## src/rtl/stl_pkg.sv

```systemverilog
`default_nettype none
package stl_pkg;

    localparam int OFFSET_BITS   = 20;
    localparam int POSITION_BITS = 16;
    localparam int KEYWORD_CHARS = 8;
    localparam int CNT_BITS      = 4;
    localparam int NUM_KW        = 18;

    localparam logic [POSITION_BITS-1:0] POS_MAX = {POSITION_BITS{1'b1}};

    localparam logic [5:0] K_NOT    = 6'd15;
    localparam logic [5:0] K_IDENT  = 6'd18;
    localparam logic [5:0] K_NUMBER = 6'd19;
    localparam logic [5:0] K_STRING = 6'd20;
    localparam logic [5:0] K_LPAREN = 6'd21;
    localparam logic [5:0] K_RPAREN = 6'd22;
    localparam logic [5:0] K_LBRACE = 6'd23;
    localparam logic [5:0] K_RBRACE = 6'd24;
    localparam logic [5:0] K_COLON  = 6'd25;
    localparam logic [5:0] K_COMMA  = 6'd26;
    localparam logic [5:0] K_SEMI   = 6'd27;
    localparam logic [5:0] K_DOT    = 6'd28;
    localparam logic [5:0] K_PLUS   = 6'd29;
    localparam logic [5:0] K_MINUS  = 6'd30;
    localparam logic [5:0] K_STAR   = 6'd31;
    localparam logic [5:0] K_SLASH  = 6'd32;
    localparam logic [5:0] K_ASSIGN = 6'd33;
    localparam logic [5:0] K_EQEQ   = 6'd34;
    localparam logic [5:0] K_NEQ    = 6'd35;
    localparam logic [5:0] K_LT     = 6'd36;
    localparam logic [5:0] K_LE     = 6'd37;
    localparam logic [5:0] K_GT     = 6'd38;
    localparam logic [5:0] K_GE     = 6'd39;
    localparam logic [5:0] K_END    = 6'd40;
    localparam logic [5:0] K_ERROR  = 6'd41;

    localparam logic [1:0] E_NONE  = 2'd0;
    localparam logic [1:0] E_UNEXP = 2'd1;
    localparam logic [1:0] E_UNTERM = 2'd2;

    typedef enum logic [3:0] {
        M_IDLE, M_IDENT, M_INT, M_DOT, M_FRAC, M_STR, M_SLASH, M_COMMENT,
        M_EQ, M_BANG, M_LT, M_GT
    } mode_t;

    typedef struct packed {
        logic [5:0]               kind;
        logic [1:0]               err;
        logic [OFFSET_BITS-1:0]   start;
        logic [OFFSET_BITS-1:0]   len;
        logic [POSITION_BITS-1:0] line;
        logic [POSITION_BITS-1:0] col;
    } token_t;

    typedef logic [KEYWORD_CHARS*8-1:0] name_t;

    function automatic logic [KEYWORD_CHARS*8-1:0] kw_text(input int k);
        logic [KEYWORD_CHARS*8-1:0] t;
        t = '0;
        case (k)
            0:  t[31:0] = {"m", "o", "o", "r"};
            1:  t[31:0] = {"m", "e", "t", "i"};
            2:  t[23:0] = {"r", "a", "v"};
            3:  t[63:0] = {"n", "o", "i", "t", "c", "n", "u", "f"};
            4:  t[15:0] = {"f", "i"};
            5:  t[31:0] = {"e", "s", "l", "e"};
            6:  t[39:0] = {"e", "l", "i", "h", "w"};
            7:  t[23:0] = {"r", "o", "f"};
            8:  t[47:0] = {"n", "r", "u", "t", "e", "r"};
            9:  t[31:0] = {"n", "e", "h", "w"};
            10: t[55:0] = {"d", "e", "r", "e", "t", "n", "e"};
            11: t[23:0] = {"y", "a", "s"};
            12: t[31:0] = {"o", "t", "o", "g"};
            13: t[31:0] = {"e", "u", "r", "t"};
            14: t[39:0] = {"e", "s", "l", "a", "f"};
            15: t[23:0] = {"t", "o", "n"};
            16: t[23:0] = {"d", "n", "a"};
            default: t[15:0] = {"r", "o"};
        endcase
        return t;
    endfunction

    function automatic logic [CNT_BITS-1:0] kw_len(input int k);
        case (k)
            0, 1, 5, 9, 12, 13: return CNT_BITS'(4);
            2, 7, 11, 15, 16:   return CNT_BITS'(3);
            3:                  return CNT_BITS'(8);
            4, 17:              return CNT_BITS'(2);
            6, 14:              return CNT_BITS'(5);
            8:                  return CNT_BITS'(6);
            default:            return CNT_BITS'(7);
        endcase
    endfunction

endpackage
`default_nettype wire

```

## src/rtl/stl_keyword_match.sv

```systemverilog
`default_nettype none
module stl_keyword_match (
    input  wire stl_pkg::name_t                 name,
    input  wire logic [stl_pkg::CNT_BITS-1:0]   count,
    output logic [5:0]                          kind
);
    // bytes above count are masked so stale buffer entries do not matter
    always_comb begin
        logic [stl_pkg::KEYWORD_CHARS*8-1:0] mask;
        mask = '0;
        for (int i = 0; i < stl_pkg::KEYWORD_CHARS; i++) begin
            if (i < int'(count)) begin
                mask[i*8 +: 8] = 8'hff;
            end
        end
        kind = stl_pkg::K_IDENT;
        for (int k = stl_pkg::NUM_KW - 1; k >= 0; k--) begin
            if (count == stl_pkg::kw_len(k) && (name & mask) == stl_pkg::kw_text(k)) begin
                kind = 6'(k);
            end
        end
    end
endmodule
`default_nettype wire

```

## src/rtl/source_token_lexer_core.sv

```systemverilog
`default_nettype none
// channel | dir | tdata (low bit up)                            | tuser              | tlast
// s_      | in  | char_byte[7:0]                                | end_of_source      | -
// m_      | out | start[19:0] len[39:20] line[55:40] col[71:56] | kind[5:0] err[7:6] | last_of_run
// one byte is taken per cycle while s_tready is high and is scanned in that cycle; its
// up to three tokens go into a three-entry result queue that drains one word per cycle
// s_tready is high while the queue is empty or holds only the word now leaving,
// so a byte with one token each streams at one per cycle
// aresetn is synchronous, active low; scan state returns to idle, line and column to one
// a stall on m_tready holds the queue and keeps s_tready low until its last word leaves
module source_token_lexer_core (
    input  wire logic        aclk,
    input  wire logic        aresetn,
    input  wire logic        s_tvalid,
    output logic             s_tready,
    input  wire logic [7:0]  s_tdata,   // char_byte
    input  wire logic        s_tuser,   // end_of_source
    output logic             m_tvalid,
    input  wire logic        m_tready,
    output logic [71:0]      m_tdata,   // start, len, line, col
    output logic [7:0]       m_tuser,   // kind, err
    output logic             m_tlast    // last_of_run
);
    localparam int OB = stl_pkg::OFFSET_BITS;
    localparam int PB = stl_pkg::POSITION_BITS;
    localparam int CB = stl_pkg::CNT_BITS;

    stl_pkg::mode_t         mode_reg, mode_next;
    logic [7:0]             nbuf_reg [stl_pkg::KEYWORD_CHARS];
    logic [CB-1:0]          cnt_reg, cnt_next;
    logic [OB-1:0]          off_reg, tstart_reg, tstart_next;
    logic [PB-1:0]          line_reg, col_reg, sline_reg, scol_reg, sline_next, scol_next;

    stl_pkg::token_t        q_reg [3];
    logic                   ql_reg [3];
    logic [1:0]             qn_reg;

    stl_pkg::token_t        tok [3];
    logic [1:0]             ntok;
    logic                   wr_en;
    logic [CB-1:0]          wr_idx;
    logic [5:0]             nkind;
    stl_pkg::name_t         name_flat;

    logic                   s_acc, m_acc;

    assign m_acc    = m_tvalid && m_tready;
    assign s_tready = (qn_reg == 2'd0) || (qn_reg == 2'd1 && m_tready);
    assign s_acc    = s_tvalid && s_tready;
    assign m_tvalid = qn_reg != 2'd0;
    assign m_tdata  = {q_reg[0].col, q_reg[0].line, q_reg[0].len, q_reg[0].start};
    assign m_tuser  = {q_reg[0].err, q_reg[0].kind};
    assign m_tlast  = ql_reg[0];

    always_comb begin
        for (int i = 0; i < stl_pkg::KEYWORD_CHARS; i++) begin
            name_flat[i*8 +: 8] = nbuf_reg[i];
        end
    end

    stl_keyword_match u_kw (.name(name_flat), .count(cnt_reg), .kind(nkind));

    always_comb begin
        logic [7:0]    c;
        logic          alpha, digit, rescan;
        logic [OB-1:0] dot_off;
        logic [5:0]    p1, p2;
        stl_pkg::token_t pend;
        c      = s_tdata;
        alpha  = (c >= "a" && c <= "z") || (c >= "A" && c <= "Z") || c == "_";
        digit  = c >= "0" && c <= "9";
        mode_next   = mode_reg;
        cnt_next    = cnt_reg;
        tstart_next = tstart_reg;
        sline_next  = sline_reg;
        scol_next   = scol_reg;
        wr_en  = 1'b0;
        wr_idx = cnt_reg;
        ntok   = 2'd0;
        for (int i = 0; i < 3; i++) begin
            tok[i] = '0;
        end
        rescan  = 1'b0;
        dot_off = off_reg - OB'(1);
        pend.kind  = stl_pkg::K_NUMBER;
        pend.err   = stl_pkg::E_NONE;
        pend.start = tstart_reg;
        pend.len   = off_reg - tstart_reg;
        pend.line  = sline_reg;
        pend.col   = scol_reg;
        unique case (mode_reg)
            stl_pkg::M_EQ:   begin p1 = stl_pkg::K_ASSIGN; p2 = stl_pkg::K_EQEQ; end
            stl_pkg::M_BANG: begin p1 = stl_pkg::K_NOT;    p2 = stl_pkg::K_NEQ;  end
            stl_pkg::M_LT:   begin p1 = stl_pkg::K_LT;     p2 = stl_pkg::K_LE;   end
            default:         begin p1 = stl_pkg::K_GT;     p2 = stl_pkg::K_GE;   end
        endcase
        if (s_tuser) begin
            unique case (mode_reg)
                stl_pkg::M_IDENT: begin
                    pend.kind = nkind; tok[0] = pend; ntok = 2'd1;
                end
                stl_pkg::M_INT, stl_pkg::M_FRAC: begin tok[0] = pend; ntok = 2'd1; end
                stl_pkg::M_DOT: begin
                    tok[0] = pend; tok[0].len = dot_off - tstart_reg;
                    tok[1] = '{stl_pkg::K_DOT, stl_pkg::E_NONE, dot_off, OB'(1), line_reg,
                               (col_reg == stl_pkg::POS_MAX) ? col_reg : col_reg - PB'(1)};
                    ntok = 2'd2;
                end
                stl_pkg::M_STR: begin
                    pend.kind = stl_pkg::K_ERROR; pend.err = stl_pkg::E_UNTERM;
                    tok[0] = pend; ntok = 2'd1;
                end
                stl_pkg::M_SLASH: begin
                    pend.kind = stl_pkg::K_SLASH; tok[0] = pend; ntok = 2'd1;
                end
                stl_pkg::M_EQ, stl_pkg::M_BANG, stl_pkg::M_LT, stl_pkg::M_GT: begin
                    pend.kind = p1; tok[0] = pend; ntok = 2'd1;
                end
                default: ;
            endcase
            tok[ntok] = '{stl_pkg::K_END, stl_pkg::E_NONE, off_reg, '0, line_reg, col_reg};
            ntok = ntok + 2'd1;
            mode_next   = stl_pkg::M_IDLE;
            cnt_next    = '0;
            tstart_next = '0;
            sline_next  = PB'(1);
            scol_next   = PB'(1);
        end else begin
            unique case (mode_reg)
                stl_pkg::M_IDLE: rescan = 1'b1;
                stl_pkg::M_IDENT: begin
                    if (alpha || digit) begin
                        if (cnt_reg < CB'(stl_pkg::KEYWORD_CHARS)) begin
                            wr_en = 1'b1;
                            cnt_next = cnt_reg + CB'(1);
                        end else begin
                            cnt_next = CB'(stl_pkg::KEYWORD_CHARS + 1);
                        end
                    end else begin
                        pend.kind = nkind; tok[0] = pend; ntok = 2'd1; rescan = 1'b1;
                    end
                end
                stl_pkg::M_INT: begin
                    if (c == ".") mode_next = stl_pkg::M_DOT;
                    else if (!digit) begin tok[0] = pend; ntok = 2'd1; rescan = 1'b1; end
                end
                stl_pkg::M_DOT: begin
                    if (digit) mode_next = stl_pkg::M_FRAC;
                    else begin
                        tok[0] = pend; tok[0].len = dot_off - tstart_reg;
                        tok[1] = '{stl_pkg::K_DOT, stl_pkg::E_NONE, dot_off, OB'(1), line_reg,
                                   (col_reg == stl_pkg::POS_MAX) ? col_reg : col_reg - PB'(1)};
                        ntok = 2'd2; rescan = 1'b1;
                    end
                end
                stl_pkg::M_FRAC: begin
                    if (!digit) begin tok[0] = pend; ntok = 2'd1; rescan = 1'b1; end
                end
                stl_pkg::M_STR: begin
                    if (c == "\"") begin
                        pend.kind = stl_pkg::K_STRING;
                        pend.len  = off_reg + OB'(1) - tstart_reg;
                        tok[0] = pend; ntok = 2'd1; mode_next = stl_pkg::M_IDLE;
                    end
                end
                stl_pkg::M_SLASH: begin
                    if (c == "/") mode_next = stl_pkg::M_COMMENT;
                    else begin
                        pend.kind = stl_pkg::K_SLASH; tok[0] = pend; ntok = 2'd1; rescan = 1'b1;
                    end
                end
                stl_pkg::M_COMMENT: begin
                    if (c == 8'h0a) rescan = 1'b1;
                end
                default: begin
                    if (c == "=") begin
                        pend.kind = p2; pend.len = off_reg + OB'(1) - tstart_reg;
                        tok[0] = pend; ntok = 2'd1; mode_next = stl_pkg::M_IDLE;
                    end else begin
                        pend.kind = p1; tok[0] = pend; ntok = 2'd1; rescan = 1'b1;
                    end
                end
            endcase
            if (rescan) begin
                mode_next   = stl_pkg::M_IDLE;
                tstart_next = off_reg;
                sline_next  = line_reg;
                scol_next   = col_reg;
                if (alpha) begin
                    mode_next = stl_pkg::M_IDENT; wr_en = 1'b1; wr_idx = '0; cnt_next = CB'(1);
                end else if (digit) mode_next = stl_pkg::M_INT;
                else begin
                    case (c)
                        " ", 8'h09, 8'h0d, 8'h0a: ;
                        "/":  mode_next = stl_pkg::M_SLASH;
                        "\"": mode_next = stl_pkg::M_STR;
                        "=":  mode_next = stl_pkg::M_EQ;
                        "!":  mode_next = stl_pkg::M_BANG;
                        "<":  mode_next = stl_pkg::M_LT;
                        ">":  mode_next = stl_pkg::M_GT;
                        "(", ")", "{", "}", ":", ",", ";", ".", "+", "-", "*": begin
                            tok[ntok] = '{stl_pkg::K_LPAREN, stl_pkg::E_NONE, off_reg, OB'(1),
                                          line_reg, col_reg};
                            case (c)
                                ")": tok[ntok].kind = stl_pkg::K_RPAREN;
                                "{": tok[ntok].kind = stl_pkg::K_LBRACE;
                                "}": tok[ntok].kind = stl_pkg::K_RBRACE;
                                ":": tok[ntok].kind = stl_pkg::K_COLON;
                                ",": tok[ntok].kind = stl_pkg::K_COMMA;
                                ";": tok[ntok].kind = stl_pkg::K_SEMI;
                                ".": tok[ntok].kind = stl_pkg::K_DOT;
                                "+": tok[ntok].kind = stl_pkg::K_PLUS;
                                "-": tok[ntok].kind = stl_pkg::K_MINUS;
                                "*": tok[ntok].kind = stl_pkg::K_STAR;
                                default: ;
                            endcase
                            ntok = ntok + 2'd1;
                        end
                        default: begin
                            tok[ntok] = '{stl_pkg::K_ERROR, stl_pkg::E_UNEXP, off_reg, OB'(1),
                                          line_reg, col_reg};
                            ntok = ntok + 2'd1;
                        end
                    endcase
                end
            end
        end
    end

    always_ff @(posedge aclk) begin
        if (s_acc && !s_tuser && wr_en) begin
            nbuf_reg[wr_idx[2:0]] <= s_tdata;
        end
    end

    always_ff @(posedge aclk) begin
        if (!aresetn) begin
            mode_reg   <= stl_pkg::M_IDLE;
            cnt_reg    <= '0;
            off_reg    <= '0;
            tstart_reg <= '0;
            line_reg   <= PB'(1);
            col_reg    <= PB'(1);
            sline_reg  <= PB'(1);
            scol_reg   <= PB'(1);
            qn_reg     <= '0;
        end else begin
            if (s_acc) begin
                mode_reg   <= mode_next;
                cnt_reg    <= cnt_next;
                tstart_reg <= tstart_next;
                sline_reg  <= sline_next;
                scol_reg   <= scol_next;
                if (s_tuser) begin
                    off_reg  <= '0;
                    line_reg <= PB'(1);
                    col_reg  <= PB'(1);
                end else begin
                    off_reg <= off_reg + OB'(1);
                    if (s_tdata == 8'h0a) begin
                        if (line_reg != stl_pkg::POS_MAX) line_reg <= line_reg + PB'(1);
                        col_reg <= PB'(1);
                    end else if (col_reg != stl_pkg::POS_MAX) begin
                        col_reg <= col_reg + PB'(1);
                    end
                end
                // queue is empty or its only word leaves now
                qn_reg <= ntok;
                for (int i = 0; i < 3; i++) begin
                    q_reg[i]  <= tok[i];
                    ql_reg[i] <= (2'(i) == ntok - 2'd1);
                end
            end else if (m_acc) begin
                qn_reg   <= qn_reg - 2'd1;
                q_reg[0] <= q_reg[1];
                q_reg[1] <= q_reg[2];
                ql_reg[0] <= ql_reg[1];
                ql_reg[1] <= ql_reg[2];
            end
        end
    end

    a_cnt_range: assert property (@(posedge aclk) disable iff (!aresetn)
        cnt_reg <= CB'(stl_pkg::KEYWORD_CHARS + 1))
        else $error("name count out of range");
    a_q_depth: assert property (@(posedge aclk) disable iff (!aresetn) qn_reg != 2'd3 ||
        !s_tready) else $error("ready with full queue");
    a_tail_last: assert property (@(posedge aclk) disable iff (!aresetn)
        (qn_reg == 2'd1) |-> m_tlast) else $error("last word missing tlast");
    a_idle_after_end: assert property (@(posedge aclk) disable iff (!aresetn)
        (s_acc && s_tuser) |=> (mode_reg == stl_pkg::M_IDLE && off_reg == '0))
        else $error("no restart after end");
endmodule
`default_nettype wire

```

## config.mk

```make
export PLATFORM = sky130hd
export DESIGN_NAME = source_token_lexer_core
export DESIGN_NICKNAME = d
export VERILOG_FILES = /design/src/rtl/stl_pkg.sv /design/src/rtl/stl_keyword_match.sv /design/src/rtl/source_token_lexer_core.sv
export SDC_FILE = /design/constraint.sdc
export NUM_CORES = 1
export LEC_CHECK = 0
export BUFFER_PORTS_ARGS = -buffer_cell sky130_fd_sc_hd__buf_2
export CELL_PAD_IN_SITES_DETAIL_PLACEMENT = 0
export CELL_PAD_IN_SITES_GLOBAL_PLACEMENT = 1
export CORE_MARGIN = 2
export CORE_UTILIZATION = 49
export DETAILED_ROUTE_END_ITERATION = 16
export PLACE_DENSITY = 0.86
export SETUP_SLACK_MARGIN = 0.02
export SYNTH_ARGS = -nofsm -noshare
export SYNTH_HDL_FRONTEND = slang
export SYNTH_SLANG_ARGS = --single-unit
```

## constraint.sdc

```tcl
create_clock -name aclk -period 6.59 [get_ports aclk]
set_clock_uncertainty 0.15 [all_clocks]
set_input_delay 0.659 -clock aclk [delete_from_list [all_inputs] [get_ports aclk]]
set_output_delay 0.659 -clock aclk [all_outputs]
set_load 0.03 [all_outputs]
```

* Word level (Yosys, flattened, before mapping)
Memory sizes are Yosys's and may differ from the RTL's. Cells that the tools add are included. W data, S select, Z words.
Storage, ports and cells: bits in registers 114, bits in writable memories 307, input bits 13, output and inout port bits 83, memories 3
Memories:
- q_reg | depth 3, width 80, rd ports 3, clocked after memory_dff 0, wr ports 3, RTL line source_token_lexer_core.sv:34 | stl_pkg::token_t q_reg [3];
- nbuf_reg | depth 8, width 8, rd ports 8, clocked after memory_dff 0, wr ports 1, RTL line source_token_lexer_core.sv:29 | logic [7:0] nbuf_reg [stl_pkg::KEYWORD_CHARS];
- ql_reg | depth 3, width 1, rd ports 3, clocked after memory_dff 0, wr ports 3, RTL line source_token_lexer_core.sv:35 | logic ql_reg [3];
Cells by class: $add $sub $neg 13, magnitude comparators 19, equal/unequal tests 69, mux-type cells 146, bitwise gates (word level) 7, reduce and logical (&&, ||, !) cells 55
Operators with widths (count):
- $bwmux W240 | 13
- $pmux W240 S10 | 1
- $mux W80 | 13
- $mux W240 | 4
- $pmux W80 S7 | 1
- $demux W80 S2 | 3
- $pmux W240 S2 | 1
- $pmux W80 S6 | 1
- $eq A64 B31 Y1 const B | 6
- $eq A64 B23 Y1 const B | 5
- $mux W79 | 4
- $mux W16 | 11
- $mux W159 | 1
- $eq A64 B15 Y1 const B | 2
- $eq A64 B39 Y1 const B | 2
- $eq A8 B6 Y1 const B | 16
- $mux W5 | 16
- $and A64 B64 Y64 | 1
- $eq A64 B47 Y1 const B | 1
- $eq A64 B55 Y1 const B | 1
- $eq A64 B63 Y1 const B | 1
- $mux W8 | 8
- $mux W20 | 3
- $mux W4 | 15
- 59 further kinds | 179

* Depth between registers and ports, before layout
depth after elaboration 35, depth in mapped cells 19

* Modules after synthesis
Synthesis repeated with hierarchy kept, for this count alone.
Second synthesis, totals: cell total of the unflattened synthesis 2974, area total of the unflattened synthesis 26095.0 µm²
Modules (own cells, without submodules):
- source_token_lexer_core | instances 1, cells an instance 2797, area each 24927.7 µm²
- stl_keyword_match | instances 1, cells an instance 177, area each 1167.4 µm²

* Worst setup path after synthesis
Ideal clock, no wire load.
kind in2reg, start input m_tready, end memory q_reg[0][0] (netlist bit) (enable), setup time 0.514 ns, arrival time 4.928 ns, data required time 5.926 ns, slack 0.999 ns, stages on the path 5, cells stage by stage a21o_1 -> and2_1 -> clkbuf_1 -> clkbuf_1 -> o21a_1
RTL lines:
- start: declaration | RTL line source_token_lexer_core.sv:19 | input wire logic m_tready,
- end: declaration | RTL line source_token_lexer_core.sv:34

==> impl_metrics.tcl <==
set metrics [dict create \
    grt_overflow_total 0 \
    min_path_type "in2reg" \
    tightest_slew_ps 1190 \
    fin_crit_sh 0.832 \
    ys.flop_type "edfxtp_1" \
    io_buffers 95 \
    synth_cells 2879 \
    clk_pin_slew_ps 70 \
    ys_seq_area_frac 0.404 \
    drc_errors 0 \
    ios 96 \
    grt_max_degree 104 \
    vdd_drop_max_mv 0.163 \
    nFillCells 4786 \
    hold_violations 0 \
    setup_viol 0 \
    dieArea_um2 53900 \
    postCtsHoldBufs 0 \
    clk_latency_ps 600 \
    wire_per_inst_um 25.4 \
    grt_pass1_vias 22000 \
    postSynthAreaPerCell_um2 8.87 \
    areaGrowthSynthToFinish_pct 6.90 \
    gr-usage-all-layers 0.322 \
    rsz0062_at_grt "no" \
    arrival_ps 5660 \
    seqCellArea_um2 10300 \
    crit_fanout 19 \
    fin_crit_ps 5490 \
    max_freq_ghz 0.182 \
    crit_path_start_kind "flop" \
    largest_reg_flops 200 \
    gp_congestion 0.982 \
    cts.sinks 381 \
    timing.hold.ws_ps 254 \
    postCtsSetupRepairBufs 0 \
    ys_async_sr_fraction 0 \
    r2r_slack_ps 1100 \
    synth_seq_cells 381 \
    via_count 23400 \
    antenna_found_initial 2 \
    required_ps 6770 \
    dp_hpwl_um 59800 \
    synth_edf_count 267 \
    place_area_um2 25900 \
    hold_start "aresetn" \
    htreeDepth 2 \
    drt_wl_total_um 88500 \
    cts_buffers 43 \
    synth_area_um2 25500 \
    drtPass1Iterations 6 \
    status "complete, no violations" \
    rows 83 \
    critPathKind "reg2reg" \
    cts_resized 0 \
    reg2reg_from "off_reg[2]" \
    dp_cells 3404 \
    drt_iter0_drc 2690 \
    finalNonFillerCells 3483 \
    synth_cell_types 90 \
    syn_nets 2969 \
    final_area_um2 27300 \
    drive_above_1_share 0.0963 \
    final_net_count 2859 \
    start_util 0.497 \
    timing.rr.end "q_reg[0][49]" \
    die_h_um 232 \
    powerDensity_nw_per_um2 237 \
    antenna_cells 0 \
    worstHoldEndpoint "qn_reg[0]" \
    synth_warnings 0 \
    reg2reg_depth 15 \
    finalSetupTns_ps 0 \
    power_mw 6.48 \
    slew_headroom 0.204 \
    holdPathStages 3 \
    final_max_slew_viol_count 0 \
    dieWidth_um 232 \
    maxCapViolCount 0 \
    clock_path_buffers 3 \
    cellLeakagePower_nw 9.52 \
    avgViaCountPerCell 6.71 \
    endpoint_kind "flop" \
    core-area_um2 51400 \
    multiInputGateArea_um2 13500 \
    tritoncts "done" \
    ant_nets 0 \
    clockRootBuffer "clkbuf_16" \
    grt_pass1_wl_um 133000 \
]
## worst max-delay path, cell delays in order (launching register included)
cell and delay [ps]:
dfxtp_1 500, or4_4 590, or4_1 520, or3_1 480, or3_1 530, nor3_4 230
xor2_1 220, ha_1 330, a21oi_1 150, o21ai_0 90, a21oi_1 160, o31ai_1 130
a31oi_1 490, xnor2_1 140, a221oi_1 330, o211ai_1 150
## how the worst max path moves through the flow
stage / endpoint / startpoint
2_1_floorplan: q_reg[0][0] / m_tready
3_3_place_gp: q_reg[0][78] / s_tdata[5]
3_5_place_dp: q_reg[0][78] / s_tdata[5]
4_1_cts: q_reg[0][49] / off_reg[2]
5_1_grt: q_reg[0][49] / off_reg[2]
6_report: q_reg[0][49] / off_reg[2]
## cells in the mapped netlist (9+ instances only)
cell type    n  share of area
or3_1       30         0.0074
dfxtp_1    114          0.089
edfxtp_1   267           0.31
a221o_1     14         0.0055
nand2_1    171          0.025
xnor2_1     60          0.021
nand3_1     50         0.0098
buf_2       28         0.0055
a22oi_1     75          0.022
a21oi_1    228          0.045
o32ai_1     29          0.010
a211oi_1    12         0.0035
buf_4       80          0.024
a221oi_1    60          0.021
o31ai_1     19         0.0056
nor4_1      29         0.0071
ha_1        74          0.036
nand3b_1    11         0.0032
inv_1       57         0.0084
nor3_1      80          0.016
nor2_1     277          0.041
o21ai_0    183          0.036
xor2_1      63          0.022
nor2b_1    137          0.034
and2_1      29         0.0071
nor4b_1     10         0.0034
o221ai_1    17         0.0058
o211ai_1    18         0.0053
or4_1       13         0.0038
clkbuf_1   197          0.029
o22ai_1     22         0.0054
a32oi_1     19         0.0065
or2_2       10         0.0025
a31oi_1     30         0.0074
and3_1      37         0.0091
a21boi_0    30         0.0088
a22o_1      23         0.0079
nor3b_1     11         0.0032
a21o_1      32         0.0094
nand2b_1    35         0.0086
mux2i_1      9         0.0035
nand4_1     36         0.0088
o21a_1      15         0.0044
## layer usage
metal | GRT usage | routed length, um | vias up
met5 | 0 | 10 | -
li1 | - | - | 10500
met3 | 0.0491 | 7570 | 256
met1 | 0.427 | 35600 | 11400
met2 | 0.516 | 41100 | 1267
met4 | 0.154 | 4340 | 2
## layout make-up
| class | instances | area share |
|---|---|---|
| Timing Repair Buffer | 161 | 0.0360 |
| Multi-Input combinational cell | 2122 | 0.496 |
| Sequential cell | 381 | 0.377 |
| Tap cell | 680 | 0.0312 |
| Clock buffer | 59 | 0.0431 |
| Clock inverter | 20 | 0.00793 |
| Inverter | 60 | 0.00825 |
## kinds of logic after synthesis
group,after synthesis,synth area share
simple gates,1013,0.208
compound gates,896,0.233
flops,381,0.404
buf+inv,376,0.0694
xor+xnor,123,0.0422
fa+ha+maj,77,0.0386
mux,13,0.00529
## layout by cell type, fill, tap and decap left out, drive strengths merged, types with 23 or more instances in the layout
master | netlist | final
nor2 | 280 | 280
edfxtp | 267 | 267
a21oi | 229 | 229
o21ai | 187 | 187
nand2 | 172 | 172
buf | 117 | 161
nor2b | 137 | 137
dfxtp | 114 | 114
nor3 | 84 | 84
a22oi | 75 | 75
ha | 74 | 74
xor2 | 63 | 63
xnor2 | 60 | 60
a221oi | 60 | 60
clkbuf | 199 | 59
inv | 57 | 58
nand3 | 50 | 50
and3 | 38 | 38
nand4 | 36 | 36
nand2b | 35 | 35
a21o | 32 | 32
and2 | 31 | 31
or3 | 30 | 30
a21boi | 30 | 30
nor4 | 30 | 30
a31oi | 30 | 30
o32ai | 29 | 29
a22o | 23 | 23
## power by group
| part | leakage (nW) | internal, mW | total [mW] | switching [mW] |
|---|---|---|---|---|
| logic | 5.38 | 0.335 | 1.24 | 0.905 |
| clock network | 0.680 | 1.38 | 2.43 | 1.05 |
| registers | 3.46 | 2.75 | 2.81 | 0.0626 |
| total | 9.52 | 4.46 | 6.48 | 2.02 |
## stage by stage
| step | util | setup WS, ps |
|---|---|---|
| after floorplan | - | 999 |
| after global placement | 0.504 | 1240 |
| after detailed placement | 0.504 | 1150 |
| after CTS | 0.531 | 1180 |
| after global routing | 0.531 | 791 |
| final | 0.531 | 1100 |
Note: power is estimated with default switching activity, not from simulation.
